<file path="src/rtl/dwis_pkg.sv">
// Shared constants for the dual-wheel integral speed controller.
package dwis_pkg;

  // Request codes carried by in_req_type.
  localparam logic [1:0] REQ_RIGHT_EDGE = 2'd0;
  localparam logic [1:0] REQ_LEFT_EDGE  = 2'd1;
  localparam logic [1:0] REQ_TICK       = 2'd2;

  // Configuration register indexes.
  localparam logic [2:0] CFG_TARGET_LEFT  = 3'd0;
  localparam logic [2:0] CFG_TARGET_RIGHT = 3'd1;
  localparam logic [2:0] CFG_LOOP_GAIN    = 3'd2;
  localparam logic [2:0] CFG_INITIAL_DUTY = 3'd3;
  localparam logic [2:0] CFG_DUTY_MIN     = 3'd4;
  localparam logic [2:0] CFG_DUTY_MAX     = 3'd5;
  localparam logic [2:0] CFG_RUN_LIMIT    = 3'd6;

  // Register reset values.
  localparam logic [15:0] TARGET_RST       = 16'd120;
  localparam logic [15:0] LOOP_GAIN_RST    = 16'd15360;
  localparam logic [13:0] INITIAL_DUTY_RST = 14'd7500;
  localparam logic [13:0] DUTY_MIN_RST     = 14'd2;
  localparam logic [13:0] DUTY_MAX_RST     = 14'd14998;
  localparam logic [15:0] RUN_LIMIT_RST    = 16'd1000;

  // Speed scaling and saturation.
  localparam int unsigned SPEED_NUM_DEF = 2000000;
  localparam logic [20:0] SPEED_MAX     = 21'd2097151;

  // Datapath widths.
  localparam int unsigned TIME_W  = 16;
  localparam int unsigned DUTY_W  = 14;
  localparam int unsigned SPEED_W = 21;
  localparam int unsigned GAIN_W  = 16;
  localparam int unsigned PROD_W  = SPEED_W + GAIN_W;

endpackage

</file>
<file path="src/rtl/dual_wheel_integral_speed_control_top.sv">
// Top level of the dual-wheel integral speed controller.
//
// Usage: the input channel (in_valid / in_stall) carries requests. A right or
// left edge request stores the wraparound timestamp difference as that
// wheel's period and completes in the cycle it is accepted; it gives no
// result. A control tick produces one result transaction on the output
// channel (out_valid / out_stall) with both duties, both speeds and the
// stopped flag. The user must write the configuration registers through
// cfg_wr_en, cfg_addr and cfg_wdata only while the block is idle; the block
// does not enforce this. Writing initial_duty also loads both integrators.
// A tick is taken through one shared bit-serial divider (one quotient bit a
// cycle, one pass per wheel, skipped for a zero period) and one shift-add
// multiplier (one gain bit a cycle, one pass per wheel); when stopped the
// multiplies are skipped.
// A finished result waits in the output register while out_stall is high;
// edges are still accepted meanwhile, and a following tick holds its result
// until the register is free.
// Reset (synchronous, active low) restores register defaults, clears the
// periods, timestamps, tick count and stop flag, and loads both integrators.
module dual_wheel_integral_speed_control_top
  import dwis_pkg::*;
#(
  parameter int unsigned SPEED_NUMERATOR = SPEED_NUM_DEF
) (
  input  logic                 clk,
  input  logic                 rst_n,
  // Request channel
  input  logic                 in_valid,
  output logic                 in_stall,
  input  logic [1:0]           in_req_type,
  input  logic [TIME_W-1:0]    in_edge_time,
  input  logic                 in_bump,
  // Result channel
  output logic                 out_valid,
  input  logic                 out_stall,
  output logic [DUTY_W-1:0]    out_duty_left,
  output logic [DUTY_W-1:0]    out_duty_right,
  output logic [SPEED_W-1:0]   out_speed_left,
  output logic [SPEED_W-1:0]   out_speed_right,
  output logic                 out_stopped,
  // Configuration write port
  input  logic                 cfg_wr_en,
  input  logic [2:0]           cfg_addr,
  input  logic [15:0]          cfg_wdata
);

  // Quotient width follows the numerator; the counter covers both loops.
  localparam int unsigned NW = $clog2(SPEED_NUMERATOR + 1);
  localparam int unsigned STEPS_MAX = (NW > GAIN_W) ? NW : GAIN_W;
  localparam int unsigned CW = (STEPS_MAX > 1) ? $clog2(STEPS_MAX) : 1;
  localparam logic [CW-1:0] DIV_LAST = CW'(NW - 1);
  localparam logic [CW-1:0] MUL_LAST = CW'(GAIN_W - 1);
  localparam logic [NW-1:0] NUM_VAL  = NW'(SPEED_NUMERATOR);

  // Sequencer state codes.
  localparam logic [2:0] ST_IDLE  = 3'd0;
  localparam logic [2:0] ST_DLOAD = 3'd1;
  localparam logic [2:0] ST_DIV   = 3'd2;
  localparam logic [2:0] ST_SPD   = 3'd3;
  localparam logic [2:0] ST_MUL   = 3'd4;
  localparam logic [2:0] ST_UPD   = 3'd5;
  localparam logic [2:0] ST_OUT   = 3'd6;

  logic [2:0]          state_r, state_nxt;
  logic                sel_r, sel_nxt;      // 0 left wheel, 1 right wheel
  logic                bump_r, bump_nxt;
  logic [CW-1:0]       cnt_r, cnt_nxt;

  logic [NW-1:0]       q_r, q_nxt;
  logic [TIME_W-1:0]   rem_r, rem_nxt;
  logic [TIME_W-1:0]   dvs_r, dvs_nxt;
  logic [PROD_W-1:0]   prod_r, prod_nxt;
  logic [SPEED_W-1:0]  mag_r, mag_nxt;
  logic                neg_r, neg_nxt;

  logic [SPEED_W-1:0]  speed_l_r, speed_l_nxt, speed_r_r, speed_r_nxt;
  logic [DUTY_W-1:0]   integ_l_r, integ_l_nxt, integ_r_r, integ_r_nxt;
  logic [15:0]         tick_r, tick_nxt;
  logic                halted_r, halted_nxt;
  logic [TIME_W-1:0]   period_l_r, period_l_nxt, period_r_r, period_r_nxt;
  logic [TIME_W-1:0]   last_l_r, last_l_nxt, last_r_r, last_r_nxt;

  logic [15:0]         tgt_l_r, tgt_l_nxt, tgt_r_r, tgt_r_nxt;
  logic [GAIN_W-1:0]   gain_r, gain_nxt;
  logic [DUTY_W-1:0]   init_r, init_nxt, dmin_r, dmin_nxt, dmax_r, dmax_nxt;
  logic [15:0]         limit_r, limit_nxt;

  logic                out_valid_r, out_valid_nxt;
  logic [DUTY_W-1:0]   o_duty_l_r, o_duty_l_nxt, o_duty_r_r, o_duty_r_nxt;
  logic [SPEED_W-1:0]  o_spd_l_r, o_spd_l_nxt, o_spd_r_r, o_spd_r_nxt;
  logic                o_stop_r, o_stop_nxt;

  // Datapath terms.
  logic                in_fire;
  logic                out_free;
  logic [TIME_W:0]     div_trial;
  logic                div_ge;
  logic [TIME_W:0]     div_diff;
  logic [SPEED_W-1:0]  spd_sat;
  logic [SPEED_W-1:0]  tgt_ext;
  logic                err_neg;
  logic [SPEED_W:0]    mul_sum;
  logic [PROD_W-11:0]  q_mag;
  logic signed [29:0]  q_signed;
  logic [DUTY_W-1:0]   integ_cur;
  logic signed [29:0]  u_sum;
  logic [DUTY_W-1:0]   u_clamp;
  logic [15:0]         tick_inc;

  assign in_fire  = in_valid && !in_stall;
  assign out_free = !out_valid_r || !out_stall;
  assign in_stall = (state_r != ST_IDLE);

  // One restoring division step: bring in the next numerator bit.
  assign div_trial = {rem_r, q_r[NW-1]};
  assign div_ge    = (div_trial >= {1'b0, dvs_r});
  assign div_diff  = div_trial - {1'b0, dvs_r};

  // Saturated speed and the magnitude and sign of the speed error.
  assign spd_sat = (32'(q_r) > 32'(SPEED_MAX)) ? SPEED_MAX : SPEED_W'(q_r);
  assign tgt_ext = SPEED_W'(sel_r ? tgt_r_r : tgt_l_r);
  assign err_neg = (spd_sat > tgt_ext);

  // One shift-add multiplication step on the low gain bit.
  assign mul_sum = {1'b0, prod_r[PROD_W-1:GAIN_W]} +
                   (prod_r[0] ? {1'b0, mag_r} : {(SPEED_W + 1){1'b0}});

  // Integrator update: product / 1024 truncated toward zero, then clamp.
  assign q_mag     = prod_r[PROD_W-1:10];
  assign q_signed  = neg_r ? -$signed(30'(q_mag)) : $signed(30'(q_mag));
  assign integ_cur = sel_r ? integ_r_r : integ_l_r;
  assign u_sum     = $signed(30'(integ_cur)) + q_signed;
  assign tick_inc  = tick_r + 16'd1;

  always_comb begin
    if (u_sum > $signed(30'(dmax_r))) begin
      u_clamp = dmax_r;
    end else if (u_sum < $signed(30'(dmin_r))) begin
      u_clamp = dmin_r;
    end else begin
      u_clamp = u_sum[DUTY_W-1:0];
    end
  end

  // Sequencer and next-state values.
  always_comb begin
    state_nxt    = state_r;
    sel_nxt      = sel_r;
    bump_nxt     = bump_r;
    cnt_nxt      = cnt_r;
    q_nxt        = q_r;
    rem_nxt      = rem_r;
    dvs_nxt      = dvs_r;
    prod_nxt     = prod_r;
    mag_nxt      = mag_r;
    neg_nxt      = neg_r;
    speed_l_nxt  = speed_l_r;
    speed_r_nxt  = speed_r_r;
    integ_l_nxt  = integ_l_r;
    integ_r_nxt  = integ_r_r;
    tick_nxt     = tick_r;
    halted_nxt   = halted_r;
    period_l_nxt = period_l_r;
    period_r_nxt = period_r_r;
    last_l_nxt   = last_l_r;
    last_r_nxt   = last_r_r;
    tgt_l_nxt    = tgt_l_r;
    tgt_r_nxt    = tgt_r_r;
    gain_nxt     = gain_r;
    init_nxt     = init_r;
    dmin_nxt     = dmin_r;
    dmax_nxt     = dmax_r;
    limit_nxt    = limit_r;
    out_valid_nxt = out_valid_r;
    o_duty_l_nxt = o_duty_l_r;
    o_duty_r_nxt = o_duty_r_r;
    o_spd_l_nxt  = o_spd_l_r;
    o_spd_r_nxt  = o_spd_r_r;
    o_stop_nxt   = o_stop_r;

    // The receiver takes the waiting result.
    if (out_valid_r && !out_stall) begin
      out_valid_nxt = 1'b0;
    end

    // Configuration writes.
    if (cfg_wr_en) begin
      case (cfg_addr)
        CFG_TARGET_LEFT:  tgt_l_nxt = cfg_wdata;
        CFG_TARGET_RIGHT: tgt_r_nxt = cfg_wdata;
        CFG_LOOP_GAIN:    gain_nxt  = cfg_wdata;
        CFG_INITIAL_DUTY: begin
          init_nxt    = cfg_wdata[DUTY_W-1:0];
          integ_l_nxt = cfg_wdata[DUTY_W-1:0];
          integ_r_nxt = cfg_wdata[DUTY_W-1:0];
        end
        CFG_DUTY_MIN:     dmin_nxt  = cfg_wdata[DUTY_W-1:0];
        CFG_DUTY_MAX:     dmax_nxt  = cfg_wdata[DUTY_W-1:0];
        CFG_RUN_LIMIT:    limit_nxt = cfg_wdata;
        default: ;
      endcase
    end

    case (state_r)
      ST_IDLE: begin
        if (in_fire) begin
          case (in_req_type)
            REQ_RIGHT_EDGE: begin
              period_r_nxt = in_edge_time - last_r_r;
              last_r_nxt   = in_edge_time;
            end
            REQ_LEFT_EDGE: begin
              period_l_nxt = in_edge_time - last_l_r;
              last_l_nxt   = in_edge_time;
            end
            REQ_TICK: begin
              bump_nxt  = in_bump;
              sel_nxt   = 1'b0;
              state_nxt = ST_DLOAD;
            end
            default: ;
          endcase
        end
      end

      // Load the divider; a zero period keeps the numerator as the speed.
      ST_DLOAD: begin
        q_nxt   = NUM_VAL;
        rem_nxt = '0;
        cnt_nxt = '0;
        dvs_nxt = sel_r ? period_r_r : period_l_r;
        if ((sel_r ? period_r_r : period_l_r) == '0) begin
          state_nxt = ST_SPD;
        end else begin
          state_nxt = ST_DIV;
        end
      end

      ST_DIV: begin
        rem_nxt = div_ge ? div_diff[TIME_W-1:0] : div_trial[TIME_W-1:0];
        q_nxt   = NW'({q_r, div_ge});
        cnt_nxt = cnt_r + 1'b1;
        if (cnt_r == DIV_LAST) begin
          state_nxt = ST_SPD;
        end
      end

      // Store the speed, set up the multiplier on the error magnitude, or skip it when stopped.
      ST_SPD: begin
        if (sel_r) begin
          speed_r_nxt = spd_sat;
        end else begin
          speed_l_nxt = spd_sat;
        end
        neg_nxt  = err_neg;
        mag_nxt  = err_neg ? (spd_sat - tgt_ext) : (tgt_ext - spd_sat);
        prod_nxt = PROD_W'(gain_r);
        cnt_nxt  = '0;
        if (!halted_r) begin
          state_nxt = ST_MUL;
        end else if (sel_r) begin
          state_nxt = ST_OUT;
        end else begin
          sel_nxt   = 1'b1;
          state_nxt = ST_DLOAD;
        end
      end

      ST_MUL: begin
        prod_nxt = {mul_sum, prod_r[GAIN_W-1:1]};
        cnt_nxt  = cnt_r + 1'b1;
        if (cnt_r == MUL_LAST) begin
          state_nxt = ST_UPD;
        end
      end

      // Write the clamped integrator; the right wheel pass closes the tick.
      ST_UPD: begin
        if (sel_r) begin
          integ_r_nxt = u_clamp;
          tick_nxt    = tick_inc;
          halted_nxt  = (tick_inc == limit_r) || bump_r;
          state_nxt   = ST_OUT;
        end else begin
          integ_l_nxt = u_clamp;
          sel_nxt     = 1'b1;
          state_nxt   = ST_DLOAD;
        end
      end

      // Hand the result to the output register once it is free.
      ST_OUT: begin
        if (out_free) begin
          out_valid_nxt = 1'b1;
          o_duty_l_nxt  = halted_r ? '0 : integ_l_r;
          o_duty_r_nxt  = halted_r ? '0 : integ_r_r;
          o_spd_l_nxt   = speed_l_r;
          o_spd_r_nxt   = speed_r_r;
          o_stop_nxt    = halted_r;
          state_nxt     = ST_IDLE;
        end
      end

      default: state_nxt = ST_IDLE;
    endcase
  end

  // Control and state registers.
  always_ff @(posedge clk) begin
    if (!rst_n) begin
      state_r     <= ST_IDLE;
      out_valid_r <= 1'b0;
      tick_r      <= '0;
      halted_r    <= 1'b0;
      period_l_r  <= '0;
      period_r_r  <= '0;
      last_l_r    <= '0;
      last_r_r    <= '0;
      integ_l_r   <= INITIAL_DUTY_RST;
      integ_r_r   <= INITIAL_DUTY_RST;
      tgt_l_r     <= TARGET_RST;
      tgt_r_r     <= TARGET_RST;
      gain_r      <= LOOP_GAIN_RST;
      init_r      <= INITIAL_DUTY_RST;
      dmin_r      <= DUTY_MIN_RST;
      dmax_r      <= DUTY_MAX_RST;
      limit_r     <= RUN_LIMIT_RST;
    end else begin
      state_r     <= state_nxt;
      out_valid_r <= out_valid_nxt;
      tick_r      <= tick_nxt;
      halted_r    <= halted_nxt;
      period_l_r  <= period_l_nxt;
      period_r_r  <= period_r_nxt;
      last_l_r    <= last_l_nxt;
      last_r_r    <= last_r_nxt;
      integ_l_r   <= integ_l_nxt;
      integ_r_r   <= integ_r_nxt;
      tgt_l_r     <= tgt_l_nxt;
      tgt_r_r     <= tgt_r_nxt;
      gain_r      <= gain_nxt;
      init_r      <= init_nxt;
      dmin_r      <= dmin_nxt;
      dmax_r      <= dmax_nxt;
      limit_r     <= limit_nxt;
    end
  end

  // Datapath and payload registers.
  always_ff @(posedge clk) begin
    sel_r      <= sel_nxt;
    bump_r     <= bump_nxt;
    cnt_r      <= cnt_nxt;
    q_r        <= q_nxt;
    rem_r      <= rem_nxt;
    dvs_r      <= dvs_nxt;
    prod_r     <= prod_nxt;
    mag_r      <= mag_nxt;
    neg_r      <= neg_nxt;
    speed_l_r  <= speed_l_nxt;
    speed_r_r  <= speed_r_nxt;
    o_duty_l_r <= o_duty_l_nxt;
    o_duty_r_r <= o_duty_r_nxt;
    o_spd_l_r  <= o_spd_l_nxt;
    o_spd_r_r  <= o_spd_r_nxt;
    o_stop_r   <= o_stop_nxt;
  end

  assign out_valid       = out_valid_r;
  assign out_duty_left   = o_duty_l_r;
  assign out_duty_right  = o_duty_r_r;
  assign out_speed_left  = o_spd_l_r;
  assign out_speed_right = o_spd_r_r;
  assign out_stopped     = o_stop_r;

endmodule
</file>
<file path="config.mk">
export PLATFORM = sky130hd
export DESIGN_NAME = dual_wheel_integral_speed_control_top
export DESIGN_NICKNAME = d
export VERILOG_FILES = /design/src/rtl/dwis_pkg.sv /design/src/rtl/dual_wheel_integral_speed_control_top.sv
export SDC_FILE = /design/constraint.sdc
export NUM_CORES = 1
export LEC_CHECK = 0
export BUFFER_PORTS_ARGS = -buffer_cell sky130_fd_sc_hd__buf_2
export CAP_MARGIN = 40
export CORE_ASPECT_RATIO = 1.75
export CORE_UTILIZATION = 35
export CTS_BUF_LIST = sky130_fd_sc_hd__clkbuf_8
export DETAILED_ROUTE_END_ITERATION = 6
export GPL_ROUTABILITY_DRIVEN = 0
export PLACE_DENSITY = 0.47
export REMOVE_ABC_BUFFERS = 1
export SLEW_MARGIN = 10
export SYNTH_ARGS = -nofsm -noshare
export SYNTH_HDL_FRONTEND = slang
export SYNTH_SLANG_ARGS = --single-unit
export TNS_END_PERCENT = 100
</file>
<file path="constraint.sdc">
create_clock -name clk -period 19.2 [get_ports clk]
set_input_delay 0.96 -clock clk [delete_from_list [all_inputs] [get_ports clk]]
set_output_delay 0.96 -clock clk [all_outputs]
set_load 0.01 [all_outputs]
</file>
Word-level counts from Yosys, hierarchy flattened --
Index checks and enable logic that the tools add are counted.
Word-level totals: logic and storage cells 140, output and inout bits 73, bits of input ports 43, register bits 437
Cells by class: bitwise operators 1, add/subtract/negate cells 10, $lt $le $gt $ge 4, muxes and demuxes 37, equal/unequal tests 23, reductions and logical operators 33
Operators by type and width (number):
- $mux 14 | 11
- $pmux 37 s2 | 1
- $mux 16 | 3
- $sub 16x16->16 | 3
- $mux 21 | 2
- $pmux 21 s2 | 1
- $pmux 16 s2 | 1
- $add 15x30->30 | 1
- $gt 30x15->1 | 1
- $lt 30x15->1 | 1
- $mux 30 | 1
- $neg 27->30 | 1
- $add 21x21->22 | 1
- $gt 21x16->1 | 1
- $mux 3 | 7
- $pmux 3 s7 | 1
- $sub 16x21->21 | 1
- $sub 21x16->21 | 1
- $reduce_and 2->1 | 10
- $eq 3x3->1 const B | 6
- $ge 17x16->1 | 1
- $add 16x1->16 const B | 1
- $eq 16x16->1 | 1
- $logic_not 16->1 | 1
- 24 further kinds | 49

Logic depth before layout (Yosys ltp) --
depth after elaboration 8, depth in mapped cells 22, gate-level depth less buffers 19

Worst setup path after synthesis --
Ideal clock, no wire load.
path type reg-to-reg, start reg state_r[2], end reg o_duty_l_r[0] (netlist: out_duty_left[0]) (enable), data required time 18.594 ns, setup time 0.606 ns, arrival 6.071 ns, slack 12.523 ns, clock period less this slack 6.677 ns, buffers on the path 1, stages on the path, launching flop included 4, cells stage by stage dfxtp_1 clkbuf_1 nand2_1 a211oi_1
On the way: cells in the longest elaborated chain, start to end 2
RTL lines:
- from (decl) | line dual_wheel_integral_speed_control_top.sv:64 | logic [2:0] state_r, state_nxt;
- from (signal assigned) | line dual_wheel_integral_speed_control_top.sv:329 | state_r <= state_nxt;
- $eq 3x3->1 | line dual_wheel_integral_speed_control_top.sv:204 | case (state_r)
- $reduce_and 2->1 (no line)
- to (signal assigned) | line dual_wheel_integral_speed_control_top.sv:362 | o_duty_l_r <= o_duty_l_nxt;
- to (decl) | line dual_wheel_integral_speed_control_top.sv:89 | logic [DUTY_W-1:0] o_duty_l_r, o_duty_l_nxt, o_duty_r_r, o_duty_r_nxt;
No other way between the ends. A chain may end at the register's enable or synchronous reset.

Worst setup path after layout --
start reg prod_r[10], end reg integ_l_r[0]
On the way: cells in the longest elaborated chain, start to end 8, elaborated cells on any way between the ends 9, those cells by class 2 x add/sub; 2 x order compare; 5 x mux
RTL lines:
- from (decl) | line dual_wheel_integral_speed_control_top.sv:72 | logic [PROD_W-1:0] prod_r, prod_nxt;
- from (signal assigned) | line dual_wheel_integral_speed_control_top.sv:357 | prod_r <= prod_nxt;
- $neg 27->30 | line dual_wheel_integral_speed_control_top.sv:130 | assign q_signed = neg_r ? -$signed(30'(q_mag)) : $signed(30'(q_mag));
- $mux 30 (*) | line dual_wheel_integral_speed_control_top.sv:130
- $add 15x30->30 (*) | line dual_wheel_integral_speed_control_top.sv:132 | assign u_sum = $signed(30'(integ_cur)) + q_signed;
- $lt 30x15->1 | line dual_wheel_integral_speed_control_top.sv:138 | end else if (u_sum < $signed(30'(dmin_r))) begin
- $mux 14 | line dual_wheel_integral_speed_control_top.sv:138
- $mux 14 (*) | line dual_wheel_integral_speed_control_top.sv:136 | if (u_sum > $signed(30'(dmax_r))) begin
- $mux 14 (*) | line dual_wheel_integral_speed_control_top.sv:279 | if (sel_r) begin
- $mux 14 (*) | line dual_wheel_integral_speed_control_top.sv:204
- to (signal assigned) | line dual_wheel_integral_speed_control_top.sv:337 | integ_l_r <= integ_l_nxt;
- to (decl) | line dual_wheel_integral_speed_control_top.sv:77 | logic [DUTY_W-1:0] integ_l_r, integ_l_nxt, integ_r_r, integ_r_nxt;
Every way passes the cells marked *; elsewhere a longest branch is shown, timed or not.

==> results_dict.tcl <==
set metrics [dict create \
    status "completed" \
    place_ws_ns 13.45 \
    fp.dieW_um 201 \
    die_area_um2 70400 \
    fin_crit_ns 5.826 \
    final.setup.worst_slack_ns 13.37 \
    cap_viol_max_count 0 \
    drt-total-wl_mm 73.06 \
    drc 0 \
    setup_viol 0 \
    yosys_warnings 0 \
    htree_levels 3 \
    worst_slew_pin_slew_ns 0.8987 \
    area.growth.synth_to_final_pct 12.42 \
    async_flop_share_pct 0 \
    postCtsSetupRepairBufs 0 \
    synth_seq_cells 437 \
    core_um2 68490 \
    path_max_fanout 11 \
    setup-tns-final_ns 0 \
    timing.hold.ws_ns 0.4086 \
    rows 127 \
    finalHoldViolations 0 \
    finalPower_w 0.002015 \
    clock_skew_ns 0.04161 \
    drtPass1Iterations 5 \
    drv_slew 0 \
    grt_util_all_layers_pct 20.61 \
    ff2ff_setup_slack_ns 13.37 \
    clock-sinks 437 \
    relSlewSlack_pct 39.30 \
    start_util_pct 35.42 \
    ys.flop_type "edfxtp_1" \
    synth_cells 2598 \
    grt_pass1_wl_mm 111.6 \
    synth-edff-count 232 \
    antenna_found_initial 7 \
    drt_iter0_markers 946 \
    cts_root_buf "clkbuf_8" \
    clk_latency_ns 0.69 \
    layout_common_cells "433 x nand2_1, 249 x a21oi_1, 232 x edfxtp_1" \
    drive_gt1_share_pct 11.61 \
    clockBufferDepth 3 \
    grt_pass1_vias 19690 \
    max_freq_ghz 0.1716 \
    fin_crit_sh_pct 30.34 \
    fillers 6854 \
    cts-buffers-inserted 72 \
    leakagePower_nw 10.55 \
    io_buffers 115 \
    cp.required_ns 19.77 \
    holdBufCountCts 0 \
    worst-setup-path-type "flip-flop to flip-flop" \
    worstPathArrival_ns 6.39 \
    yosysSeqAreaShare_pct 45.64 \
    vias 19350 \
    hold_class "flip-flop to flip-flop" \
    reg2reg_depth 16 \
    drtAntennaViolNets 0 \
    wl_per_cell_um 19.90 \
    cts_resized 0 \
    grt_max_degree 79 \
    ioPinCount 116 \
    syn_avg_cell_area_um2 9.336 \
    final_common_cell "nand2_1" \
    fin_util_pct 39.82 \
    die_y_um 350.3 \
    startpoint_type "flip-flop" \
    path_clk_slew_ns 0.07 \
    synth_cell_types 85 \
    p_per_area_nw_per_um2 73.89 \
    hold_depth 0 \
    crit_path_end_kind "flip-flop" \
    rsz0062_at_grt "false" \
    cts_tree "done" \
    ir_worst_vdd_uv 48.67 \
    grt-ovfl-total 0 \
    nets 2900 \
    synthesis.area_um2 24260 \
    via_per_inst 5.270 \
    hpwl_mm 53.91 \
]
[area by class of cell]
cell class | count | area, um^2 | area share [%]
inverters | 164 | 618.1 | 2.267
clock inverters | 56 | 306.5 | 1.124
flip-flops and latches | 437 | 11070 | 40.60
repair buffers | 150 | 880.8 | 3.230
multi-input cells | 1880 | 12180 | 44.67
well taps | 903 | 1130 | 4.143
diodes | 3 | 7.507 | 0.02753
clock buffers | 78 | 1074 | 3.937
[state kept, by name (all words and copies together), names as in the netlist, 16 cells and up]
name,cells
speed_l_r,21
tgt_r_r,16
tgt_l_r,16
out_speed_right,21
last_l_r,16
dvs_r,16
out_speed_left,21
period_l_r,16
tick_r,16
limit_r,16
gain_r,16
last_r_r,16
period_r_r,16
rem_r,16
mag_r,21
speed_r_r,21
q_r,21
prod_r,37
[logic make-up (layout without fill, tap and decap cells)]
family                   Yosys count  count (layout)  share of synthesized area, %
other                              0               3                             0
AO/OA/AOI/OAI                    580             580                         15.25
flip-flops                       437             437                         45.64
AND/OR/NAND/NOR                  926             926                         17.90
multiplexers                      95              95                         4.132
adder cells (fa/ha/maj)          152             152                         8.057
XOR/XNOR                         127             127                         4.617
buffers and inverters            281             448                         4.405
[per-stage QoR]
step,std cells,cell area (um^2)
after floorplan,2481,23800
after global placement,3526,25770
after detailed placement,3534,25880
after CTS,3668,27260
after global routing,3670,27270
final,3671,27270
[per-layer routing]
layer / vias up / track usage [%] / part of all wire, %
met3: 191 / 3.427 / 4.0
met5: - / 0 / 0.055
met4: 8 / 12.23 / 5.6
met1: 9249 / 19.60 / 35
met2: 483 / 40.80 / 55
li1: 9415 / - / -
[cell usage after synthesis, types with 8 or more instances]
cell type  number  area (um^2)
mux2_2         38        427.9
nand3b_1        8        60.06
a31oi_1        19        118.9
and2_1         38        237.7
mux2i_1        54        540.5
o21a_1         17        127.6
ha_1          145         1814
nor2_1        144        540.5
nor2b_1        54        337.8
xnor2_1        86        753.2
a211oi_1       22        165.2
xor2_1         40        350.3
dfxtp_1       205         4104
nand2b_1       19        118.9
nor3_1         46        230.2
o211ai_1       23        172.7
nand4_1        24        150.1
a21oi_1       251         1256
a21boi_0       13        97.59
a21o_1         43        322.8
o31ai_1        13        97.59
o21ai_0        79        395.4
o21bai_1        9        67.56
nand3_1        64        320.3
and3_1         15        93.84
nor4_1         11        68.82
nand2_1       433         1625
inv_1         162        608.1
clkbuf_1      106        397.9
a221o_1        17        170.2
a222oi_1       11        110.1
edfxtp_1      232         6967
or2_2          10        62.56
or3_1          28        175.2
[power by group]
| group | internal [W] | total [W] | switching, W | leakage (nW) |
|---|---|---|---|---|
| Clock | 0.000405 | 0.000806 | 0.000402 | 0.830 |
| Sequential | 0.000999 | 0.00101 | 0.0000153 | 3.75 |
| Combinational | 0.0000728 | 0.000194 | 0.000121 | 5.96 |
[worst paths after layout]
kind	from	to
max	prod_r[10]	integ_l_r[0]
min	speed_r_r[5]	out_speed_right[5]
max reg2reg	prod_r[10]	integ_l_r[0]
min reg2reg	speed_r_r[5]	out_speed_right[5]
[critical path, stage by stage, from the launching register on]
cell      delay [ns]
edfxtp_1        0.45
or4_1           0.71
o21ai_0         0.25
xnor2_1         0.15
ha_1            0.30
a21o_1          0.19
or3_1           0.30
o22ai_1         0.27
o21ai_0         0.28
o31a_1          0.38
a311oi_2        0.31
mux2i_1         0.11
or4_4           0.59
o31ai_4         0.49
buf_8           0.22
mux2_2          0.36
a221o_1         0.34
(Power assumes the default switching activity.)
